**config.mk**
```make
export PLATFORM = sky130hd
export DESIGN_NAME = ac_rms_meter_dc_tracking
export DESIGN_NICKNAME = d
export VERILOG_FILES = /design/src/hw/rtl/acrms_pkg.sv /design/src/hw/rtl/ac_rms_meter_dc_tracking.sv /design/src/hw/rtl/acrms_front.sv /design/src/hw/rtl/acrms_queue.sv /design/src/hw/rtl/acrms_back.sv
export SDC_FILE = /design/constraint.sdc
export NUM_CORES = 2
export LEC_CHECK = 0
export BUFFER_PORTS_ARGS = -buffer_cell sky130_fd_sc_hd__buf_2
export CELL_PAD_IN_SITES_DETAIL_PLACEMENT = 0
export CELL_PAD_IN_SITES_GLOBAL_PLACEMENT = 2
export CORE_ASPECT_RATIO = 1.75
export CORE_UTILIZATION = 30
export DETAILED_ROUTE_END_ITERATION = 10
export PLACE_DENSITY = 0.65
export SETUP_SLACK_MARGIN = 0.1
export SYNTH_ARGS = -nofsm -noshare
export SYNTH_HDL_FRONTEND = slang
export SYNTH_SLANG_ARGS = --single-unit
```
**constraint.sdc**
```tcl
create_clock -name clk -period 17.3 [get_ports clk]
set_clock_uncertainty 0.1 [all_clocks]
set_input_delay 0.865 -clock clk [delete_from_list [all_inputs] [get_ports clk]]
set_output_delay 0.865 -clock clk [all_outputs]
set_load 0.01 [all_outputs]
```
**src/hw/rtl/acrms_pkg.sv**
```systemverilog
// Shared types and constants for the AC RMS meter with DC tracking.
package acrms_pkg;

  // Fixed field and register widths.
  localparam int SUM_BITS   = 48;
  localparam int ROOT_BITS  = SUM_BITS / 2;
  localparam int CFG_BITS   = 16;
  localparam int IDX_BITS   = 2;
  localparam int WL_BITS    = 10;
  localparam int GAIN_BITS  = 16;
  localparam int SCALE_BITS = 16;
  localparam int LEVEL_BITS = 16;
  localparam int RMS_BITS   = 8;

  // Configuration register indexes.
  localparam logic [IDX_BITS-1:0] REG_WINDOW_LENGTH = 2'd0;
  localparam logic [IDX_BITS-1:0] REG_OFFSET_GAIN   = 2'd1;
  localparam logic [IDX_BITS-1:0] REG_RMS_SCALE     = 2'd2;

  // Register reset values.
  localparam logic [WL_BITS-1:0]    WINDOW_LENGTH_RESET = 10'd100;
  localparam logic [GAIN_BITS-1:0]  OFFSET_GAIN_RESET   = 16'd328;
  localparam logic [SCALE_BITS-1:0] RMS_SCALE_RESET     = 16'd5561;

  // The offset starts at 1650 mV, which needs at least 11 integer bits.
  localparam int OFFSET_RESET_MV = 1650;
  localparam int OFFSET_MIN_INT  = 11;

  // One closed window handed from the front end to the back end.
  typedef struct packed {
    logic [SUM_BITS-1:0]   sum;
    logic [WL_BITS-1:0]    divisor;
    logic [LEVEL_BITS-1:0] level;
  } acrms_window_t;

endpackage

```
**src/hw/rtl/ac_rms_meter_dc_tracking.sv**
```systemverilog
// Top level of the AC RMS meter with DC tracking.
// Each request on the input carries one converter sample in millivolts. The front end takes one
// sample per clock: it updates the DC offset filter, squares the sample's deviation from the
// offset into the b stage register, then adds the square to the window sum. When a window
// closes, its sum and offset move through a two-entry queue to the back end, which divides by the
// window length, takes the square root and applies the scale multiply, then offers the result. It
// takes a new window only after its last result has been taken. The input stalls only when two
// closed windows are already waiting, which takes windows that close faster than the back end
// finishes them or a result side that holds off. No clearing pass follows reset; configuration
// writes take effect at once and belong to idle periods.
module ac_rms_meter_dc_tracking import acrms_pkg::*; #(
  parameter int SAMPLE_BITS = 12,
  parameter int COUNT_BITS  = 10
) (
  input  logic                   clk,
  input  logic                   rst,
  input  logic [SAMPLE_BITS-1:0] sample_mv,
  input  logic                   in_valid,
  output logic                   in_ready,
  output logic [RMS_BITS-1:0]    rms_volts,
  output logic [LEVEL_BITS-1:0]  offset_level,
  output logic                   rms_saturated,
  output logic                   out_valid,
  input  logic                   out_ready,
  input  logic                   cfg_write,
  input  logic [IDX_BITS-1:0]    cfg_index,
  input  logic [CFG_BITS-1:0]    cfg_data
);

  logic [WL_BITS-1:0]    window_length;
  logic [GAIN_BITS-1:0]  offset_gain;
  logic [SCALE_BITS-1:0] rms_scale;

  acrms_window_t front_win;
  logic          front_valid;
  logic          front_ready;
  acrms_window_t back_win;
  logic          back_valid;
  logic          back_ready;

  // Configuration registers; writes to unknown indexes are dropped.
  always_ff @(posedge clk) begin
    if (rst) begin
      window_length <= WINDOW_LENGTH_RESET;
      offset_gain   <= OFFSET_GAIN_RESET;
      rms_scale     <= RMS_SCALE_RESET;
    end else if (cfg_write) begin
      case (cfg_index)
        REG_WINDOW_LENGTH: window_length <= cfg_data[WL_BITS-1:0];
        REG_OFFSET_GAIN:   offset_gain   <= cfg_data[GAIN_BITS-1:0];
        REG_RMS_SCALE:     rms_scale     <= cfg_data[SCALE_BITS-1:0];
        default: begin
        end
      endcase
    end
  end

  acrms_front #(
    .SAMPLE_BITS (SAMPLE_BITS),
    .COUNT_BITS  (COUNT_BITS)
  ) u_front (
    .clk           (clk),
    .rst           (rst),
    .sample_mv     (sample_mv),
    .in_valid      (in_valid),
    .in_ready      (in_ready),
    .window_length (window_length),
    .offset_gain   (offset_gain),
    .win           (front_win),
    .win_valid     (front_valid),
    .win_ready     (front_ready)
  );

  acrms_queue u_queue (
    .clk        (clk),
    .rst        (rst),
    .push_data  (front_win),
    .push_valid (front_valid),
    .push_ready (front_ready),
    .pop_data   (back_win),
    .pop_valid  (back_valid),
    .pop_ready  (back_ready)
  );

  acrms_back u_back (
    .clk           (clk),
    .rst           (rst),
    .win           (back_win),
    .win_valid     (back_valid),
    .win_ready     (back_ready),
    .rms_scale     (rms_scale),
    .out_valid     (out_valid),
    .out_ready     (out_ready),
    .rms_volts     (rms_volts),
    .offset_level  (offset_level),
    .rms_saturated (rms_saturated)
  );

endmodule

```
**src/hw/rtl/acrms_front.sv**
```systemverilog
// Front end: DC tracking filter, deviation square and window accumulator.
module acrms_front import acrms_pkg::*; #(
  parameter int SAMPLE_BITS = 12,
  parameter int COUNT_BITS  = 10
) (
  input  logic                   clk,
  input  logic                   rst,
  input  logic [SAMPLE_BITS-1:0] sample_mv,
  input  logic                   in_valid,
  output logic                   in_ready,
  input  logic [WL_BITS-1:0]     window_length,
  input  logic [GAIN_BITS-1:0]   offset_gain,
  output acrms_window_t          win,
  output logic                   win_valid,
  input  logic                   win_ready
);

  localparam int OFS_INT  = (SAMPLE_BITS > OFFSET_MIN_INT) ? SAMPLE_BITS : OFFSET_MIN_INT;
  localparam int OFS_BITS = OFS_INT + 16;
  localparam int MAG_BITS = OFS_BITS - 12;
  localparam int DEV_BITS = MAG_BITS + 1;
  localparam int SQ_BITS  = 2 * MAG_BITS;
  localparam int CMP_BITS = (COUNT_BITS > WL_BITS) ? COUNT_BITS : WL_BITS;
  localparam logic [OFS_BITS-1:0] OFFSET_RESET = OFS_BITS'(OFFSET_RESET_MV) << 16;

  logic [OFS_BITS-1:0]          offset;
  logic signed [OFS_BITS:0]     iir_diff;
  logic signed [OFS_BITS+17:0]  iir_prod;
  logic signed [OFS_BITS+17:0]  iir_step;
  logic [OFS_BITS-1:0]          offset_next;

  logic                   a_valid;
  logic [SAMPLE_BITS-1:0] a_sample;
  logic [MAG_BITS-1:0]    a_level;

  logic signed [DEV_BITS-1:0] dev;
  logic [MAG_BITS-1:0]        mag;

  logic                  b_valid;
  logic [SQ_BITS-1:0]    b_sq;
  logic [LEVEL_BITS-1:0] b_level;

  logic [SUM_BITS-1:0]   sum;
  logic [SUM_BITS:0]     sum_add;
  logic [COUNT_BITS-1:0] count;
  logic                  close;
  logic                  advance;
  logic                  accept;

  // Truncating IIR update, rewritten as offset + g*(sample - offset).
  assign iir_diff    = $signed((OFS_BITS+1)'({sample_mv, 16'd0})) - $signed({1'b0, offset});
  assign iir_prod    = $signed({1'b0, offset_gain}) * iir_diff;
  assign iir_step    = iir_prod >>> 16;
  assign offset_next = offset + iir_step[OFS_BITS-1:0];

  // Deviation of the sample from the tracked level, in Q.4.
  assign dev = $signed(DEV_BITS'({a_sample, 4'd0})) - $signed(DEV_BITS'(a_level));
  assign mag = dev[DEV_BITS-1] ? MAG_BITS'(-dev) : MAG_BITS'(dev);

  // Window close check and the stall it causes when the queue is full.
  assign close    = CMP_BITS'(count) >= CMP_BITS'(window_length);
  assign advance  = !(b_valid && close && !win_ready);
  assign in_ready = advance;
  assign accept   = in_valid && advance;
  assign sum_add  = {1'b0, sum} + (SUM_BITS+1)'(b_sq);

  // Closed window request toward the queue.
  assign win_valid   = b_valid && close;
  assign win.sum     = sum;
  assign win.divisor = (window_length == '0) ? WL_BITS'(1) : window_length;
  assign win.level   = b_level;

  // Filter state and pipeline valid bits.
  always_ff @(posedge clk) begin
    if (rst) begin
      offset  <= OFFSET_RESET;
      a_valid <= 1'b0;
      b_valid <= 1'b0;
    end else begin
      if (accept) begin
        offset <= offset_next;
      end
      if (advance) begin
        a_valid <= in_valid;
        b_valid <= a_valid;
      end
    end
  end

  // Pipeline payload.
  always_ff @(posedge clk) begin
    if (advance) begin
      a_sample <= sample_mv;
      a_level  <= offset_next[OFS_BITS-1:12];
      b_sq     <= mag * mag;
      b_level  <= LEVEL_BITS'(a_level);
    end
  end

  // Saturating square accumulator and sample counter.
  always_ff @(posedge clk) begin
    if (rst) begin
      sum   <= '0;
      count <= '0;
    end else if (b_valid && advance) begin
      if (close) begin
        sum   <= SUM_BITS'(b_sq);
        count <= COUNT_BITS'(1);
      end else begin
        sum   <= sum_add[SUM_BITS] ? {SUM_BITS{1'b1}} : sum_add[SUM_BITS-1:0];
        count <= count + COUNT_BITS'(1);
      end
    end
  end

`ifndef SYNTHESIS
  // Accumulation within a window never makes the sum smaller.
  assert property (@(posedge clk) disable iff (rst)
    (b_valid && advance && !close) |=> (sum >= $past(sum)))
    else $error("square sum decreased within a window");
`endif

endmodule

```
**src/hw/rtl/acrms_queue.sv**
```systemverilog
// Two-entry queue of closed windows between the front and back ends.
module acrms_queue import acrms_pkg::*; (
  input  logic          clk,
  input  logic          rst,
  input  acrms_window_t push_data,
  input  logic          push_valid,
  output logic          push_ready,
  output acrms_window_t pop_data,
  output logic          pop_valid,
  input  logic          pop_ready
);

  localparam int DEPTH     = 2;
  localparam int PTR_BITS  = $clog2(DEPTH);
  localparam int CNT_BITS  = $clog2(DEPTH + 1);

  acrms_window_t         slots [DEPTH];
  logic [PTR_BITS-1:0]   wr_ptr;
  logic [PTR_BITS-1:0]   rd_ptr;
  logic [CNT_BITS-1:0]   count;
  logic                  push;
  logic                  pop;

  assign push_ready = count != CNT_BITS'(DEPTH);
  assign pop_valid  = count != '0;
  assign pop_data   = slots[rd_ptr];
  assign push       = push_valid && push_ready;
  assign pop        = pop_valid && pop_ready;

  // Pointers and fill count.
  always_ff @(posedge clk) begin
    if (rst) begin
      wr_ptr <= '0;
      rd_ptr <= '0;
      count  <= '0;
    end else begin
      if (push) begin
        wr_ptr <= wr_ptr + PTR_BITS'(1);
      end
      if (pop) begin
        rd_ptr <= rd_ptr + PTR_BITS'(1);
      end
      if (push && !pop) begin
        count <= count + CNT_BITS'(1);
      end else if (pop && !push) begin
        count <= count - CNT_BITS'(1);
      end
    end
  end

  // Entry storage.
  always_ff @(posedge clk) begin
    if (push) begin
      slots[wr_ptr] <= push_data;
    end
  end

`ifndef SYNTHESIS
  // A lone push grows the fill count by exactly one.
  assert property (@(posedge clk) disable iff (rst)
    (push && !pop) |=> (count == $past(count) + CNT_BITS'(1)))
    else $error("queue count did not follow a push");
  // The write pointer leads the read pointer by the fill count.
  assert property (@(posedge clk) disable iff (rst)
    (wr_ptr - rd_ptr) == PTR_BITS'(count))
    else $error("queue pointers disagree with count");
`endif

endmodule

```
**src/hw/rtl/acrms_back.sv**
```systemverilog
// Back end: window mean by restoring division, integer root and output scaling.
module acrms_back import acrms_pkg::*; (
  input  logic                  clk,
  input  logic                  rst,
  input  acrms_window_t         win,
  input  logic                  win_valid,
  output logic                  win_ready,
  input  logic [SCALE_BITS-1:0] rms_scale,
  output logic                  out_valid,
  input  logic                  out_ready,
  output logic [RMS_BITS-1:0]   rms_volts,
  output logic [LEVEL_BITS-1:0] offset_level,
  output logic                  rms_saturated
);

  localparam int STEP_BITS = $clog2(SUM_BITS);
  localparam int PROD_BITS = ROOT_BITS + SCALE_BITS;
  localparam int SCL_BITS  = PROD_BITS - 16;

  typedef enum logic [2:0] {
    IDLE,
    DIVIDE,
    ROOT,
    SCALE,
    HOLD
  } state_t;

  state_t                state;
  logic [STEP_BITS-1:0]  step;
  logic [SUM_BITS-1:0]   work;
  logic [WL_BITS-1:0]    divisor;
  logic [WL_BITS-1:0]    div_rem;
  logic [ROOT_BITS+1:0]  root_rem;
  logic [ROOT_BITS-1:0]  root;
  logic [PROD_BITS-1:0]  prod;

  logic [WL_BITS:0]      div_shift;
  logic                  div_fits;
  logic [ROOT_BITS+1:0]  rt_shift;
  logic [ROOT_BITS+1:0]  rt_trial;
  logic                  rt_fits;
  logic [SCL_BITS-1:0]   scaled;

  // One restoring division step: bring down the next dividend bit.
  assign div_shift = {div_rem, work[SUM_BITS-1]};
  assign div_fits  = div_shift >= {1'b0, divisor};

  // One square-root step: bring down the next two radicand bits.
  assign rt_shift = {root_rem[ROOT_BITS-1:0], work[SUM_BITS-1:SUM_BITS-2]};
  assign rt_trial = {root, 2'b01};
  assign rt_fits  = rt_shift >= rt_trial;

  // Output clipping from the registered product.
  assign scaled        = prod[PROD_BITS-1:16];
  assign rms_saturated = scaled > SCL_BITS'(255);
  assign rms_volts     = rms_saturated ? {RMS_BITS{1'b1}} : scaled[RMS_BITS-1:0];
  assign win_ready     = state == IDLE;

  // Sequencer with the datapath registers it steps through.
  always_ff @(posedge clk) begin
    if (rst) begin
      state     <= IDLE;
      out_valid <= 1'b0;
      step      <= '0;
    end else begin
      case (state)
        IDLE: begin
          if (win_valid) begin
            work         <= win.sum;
            divisor      <= win.divisor;
            offset_level <= win.level;
            div_rem      <= '0;
            step         <= '0;
            state        <= DIVIDE;
          end
        end
        DIVIDE: begin
          div_rem <= div_fits ? WL_BITS'(div_shift - {1'b0, divisor})
                              : div_shift[WL_BITS-1:0];
          work    <= {work[SUM_BITS-2:0], div_fits};
          if (step == STEP_BITS'(SUM_BITS - 1)) begin
            step     <= '0;
            root_rem <= '0;
            root     <= '0;
            state    <= ROOT;
          end else begin
            step <= step + STEP_BITS'(1);
          end
        end
        ROOT: begin
          root_rem <= rt_fits ? rt_shift - rt_trial : rt_shift;
          root     <= {root[ROOT_BITS-2:0], rt_fits};
          work     <= {work[SUM_BITS-3:0], 2'b00};
          if (step == STEP_BITS'(ROOT_BITS - 1)) begin
            step  <= '0;
            state <= SCALE;
          end else begin
            step <= step + STEP_BITS'(1);
          end
        end
        SCALE: begin
          prod      <= root * rms_scale;
          out_valid <= 1'b1;
          state     <= HOLD;
        end
        HOLD: begin
          if (out_ready) begin
            out_valid <= 1'b0;
            state     <= IDLE;
          end
        end
        default: begin
          out_valid <= 1'b0;
          state     <= IDLE;
        end
      endcase
    end
  end

`ifndef SYNTHESIS
  // The partial remainder of the division stays below the divisor.
  assert property (@(posedge clk) disable iff (rst)
    (state == DIVIDE) |-> (div_rem < divisor))
    else $error("division remainder out of range");
  // The root remainder never exceeds twice the partial root.
  assert property (@(posedge clk) disable iff (rst)
    (state == ROOT) |-> (root_rem <= {1'b0, root, 1'b0}))
    else $error("root remainder out of range");
`endif

endmodule
```
==> impl_metrics.env <==
export IMPL_status="complete, no violations"
export IMPL_via_count=41666
export IMPL_fmax_mhz=87.6
export IMPL_synthFlopType="edfxtp_1"
export IMPL_finalNetCount=7522
export IMPL_hold_path_startpoint="sample_mv[10]"
export IMPL_cts_root_buffer="clkbuf_16"
export IMPL_timing_final_ws_setup_ps=5890
export IMPL_dieArea_um2=201000
export IMPL_ioPinCount=62
export IMPL_reg2reg_to="u_front.a_level[14]"
export IMPL_worstMarginPinSlew_ps=1320
export IMPL_clock_latency_ps=680
export IMPL_syn_to_final_growth_pct=9.27
export IMPL_post_cts_resized=0
export IMPL_die_y_um=592
export IMPL_grt_pass1_vias=45976
export IMPL_start_util_pct=30.2
export IMPL_clock_path_buffers=3
export IMPL_finalSetupViolCount=0
export IMPL_async_flop_share_pct=0
export IMPL_htree_levels=2
export IMPL_cp_data_required_time_ps=17590
export IMPL_min_period_ps=11410
export IMPL_final_util_pct=33.0
export IMPL_nFillCells=20576
export IMPL_yosysWarnings=0
export IMPL_arrival_ps=11700
export IMPL_detailed_place_hpwl_um=136000
export IMPL_rows=216
export IMPL_grt_pass1_wl_um=271000
export IMPL_crit_family="adder cells"
export IMPL_grt_overflow=0
export IMPL_via_per_inst=4.73
export IMPL_finalHoldViolCount=0
export IMPL_yosysMostFrequentCell="inv_1"
export IMPL_antenna_left=0
export IMPL_cp_end_kind="register"
export IMPL_max_cap_violations=0
export IMPL_reg2reg_depth=39
export IMPL_clk_pin_slew_ps=60
export IMPL_drc=0
export IMPL_synthCells=6177
export IMPL_wl_per_cell_um=19.8
export IMPL_tns_ps=0
export IMPL_ys_types=84
export IMPL_cp_common_cell="fa_1"
export IMPL_die_w_um=339
export IMPL_synth_seq_cells=523
export IMPL_holdCritPathClass="in2reg"
export IMPL_coreArea_um2=198000
export IMPL_min_to="u_front.a_sample[10]"
export IMPL_hold_slack_ps=321
export IMPL_hold_buffers=0
export IMPL_max_slew_margin_rel_pct=11.8
export IMPL_critPathSlowestCell="a221oi_1"
export IMPL_crit_fanout=16
export IMPL_post_cts_buffers=0
export IMPL_slew_viol_final=0
export IMPL_hold_path_cell_count=1
export IMPL_grt_util_all_layers_pct=17.7
export IMPL_antenna_found_initial=4
export IMPL_synth_avg_cell_area_um2=9.65
export IMPL_synth_top_area_share_pct=30.4
export IMPL_syn_area_um2=59600
export IMPL_port_buffers=61
export IMPL_synth_seq_area_share_pct=23.9
export IMPL_firstDrtPassIters=5
export IMPL_ys_top_cells_by_count="inv_1, fa_1, nand2_1"
export IMPL_cts_tree="built"
export IMPL_rsz0062_at_grt="no"
export IMPL_first_iter_violations=1624
export IMPL_clock_sinks=523
export IMPL_ff2ff_setup_slack_ps=5890
export IMPL_wirelength_um=174000
export IMPL_period_share_pct=66.0
export IMPL_place_congestion=0.862
export IMPL_drive_above_1_share_pct=6.09
export IMPL_r2r_start="u_front.offset[1]"
export IMPL_cpPeakStageDelay_ps=1070
export IMPL_synth_nets=7560
export IMPL_dpl_worst_slack_ps=5860
export IMPL_yosys_top_cells_area="fa_1, edfxtp_1, ha_1"
export IMPL_crit_buf_inv=5
export IMPL_path_class="reg2reg"
export IMPL_synth_top_cell_by_area="fa_1"
export IMPL_cts_buffers=57
export IMPL_grt_max_degree=65
export IMPL_synth_edf_count=378
export IMPL_cp_start_kind="register"
-- through the flow --
| step | std cells | instance area, um2 |
|---|---|---|
| after floorplan | 6177 | 59600 |
| after global placement | 8696 | 63200 |
| after detailed placement | 8696 | 63200 |
| after CTS | 8804 | 65200 |
| after global routing | 8805 | 65200 |
| final | 8807 | 65200 |
-- kinds of logic after synthesis --
group,synth area share [%]
AOI/OAI and AO/OA,8.58
adders and majority gates,39.7
xor gates and xnor gates,3.45
muxes,1.81
DFF,23.9
buffers and inverters,8.96
and+or+nand+nor,13.6
-- state kept, by name (all words and copies together), names as in the netlist, 2 cells and up, named ones only --
| signal | flops |
|---|---|
| offset_gain | 16 |
| rms_scale | 16 |
| u_back.div_rem | 10 |
| u_back.divisor | 10 |
| u_back.offset_level | 16 |
| u_back.prod | 24 |
| u_back.root | 24 |
| u_back.root_rem | 24 |
| u_back.state | 3 |
| u_back.step | 6 |
| u_back.work | 48 |
| u_front.a_level | 16 |
| u_front.a_sample | 12 |
| u_front.b_level | 16 |
| u_front.b_sq | 30 |
| u_front.count | 10 |
| u_front.offset | 28 |
| u_front.sum | 48 |
| u_queue.count | 2 |
| u_queue.slots | 148 |
| window_length | 10 |
-- worst max path at each step --
stage / startpoint / to / slack, ps / depth (start not counted)
2_1_floorplan: u_front.offset[0] / u_front.a_level[14] / 7360 / 41
4_1_cts: u_front.offset[1] / u_front.a_level[14] / 5840 / 39
3_5_place_dp: u_front.offset[1] / u_front.a_level[14] / 5860 / 39
5_1_grt: u_front.offset[1] / u_front.a_level[14] / 5140 / 39
3_3_place_gp: u_front.offset[1] / u_front.a_level[14] / 5920 / 39
6_report: u_front.offset[1] / u_front.a_level[14] / 5890 / 39
-- placed cells by master, fill, tap and decap left out, types with 21 or more instances in the layout --
| cell type | netlist | routed |
|---|---|---|
| a21o_1 | 96 | 96 |
| a21oi_1 | 230 | 229 |
| a22oi_1 | 49 | 49 |
| a31oi_1 | 23 | 23 |
| and2_1 | 308 | 307 |
| buf_2 | 6 | 60 |
| buf_4 | 0 | 113 |
| clkbuf_16 | 0 | 59 |
| dfxtp_1 | 145 | 137 |
| edfxtp_1 | 378 | 378 |
| fa_1 | 906 | 906 |
| ha_1 | 442 | 442 |
| inv_1 | 1148 | 1148 |
| mux2_2 | 28 | 28 |
| mux2i_1 | 75 | 75 |
| nand2_1 | 831 | 831 |
| nand2b_1 | 32 | 32 |
| nand3_1 | 43 | 43 |
| nand4_1 | 24 | 24 |
| nor2_1 | 303 | 296 |
| nor2b_1 | 35 | 35 |
| nor3_1 | 60 | 59 |
| o21a_1 | 44 | 44 |
| o21ai_0 | 150 | 150 |
| o21bai_1 | 22 | 22 |
| or2_2 | 30 | 30 |
| or3_1 | 21 | 21 |
| xnor2_1 | 159 | 159 |
| xor2_1 | 72 | 71 |
-- area by class of cell --
type	count	area, um2	share of cell area [%]
Clock inverter	36	410	0.630
Timing Repair Buffer	173	1150	1.76
Sequential cell	523	14300	21.9
Multi-Input combinational cell	4232	40200	61.6
Tap cell	2616	3270	5.02
Antenna cell	3	7.51	0.0115
Inverter	1152	4320	6.64
Clock buffer	72	1570	2.40
-- routing by layer --
metal	vias to the layer above	GRT usage [%]	share of wire (%)
li1	19481	-	-
met1	21414	18.0	35
met2	531	36.6	59
met3	240	1.22	2.0
met4	0	6.64	4.0
met5	-	0	0
Power is not shown: default switching activity piles up to over one toggle a cycle in this logic, so the estimate is an artifact.
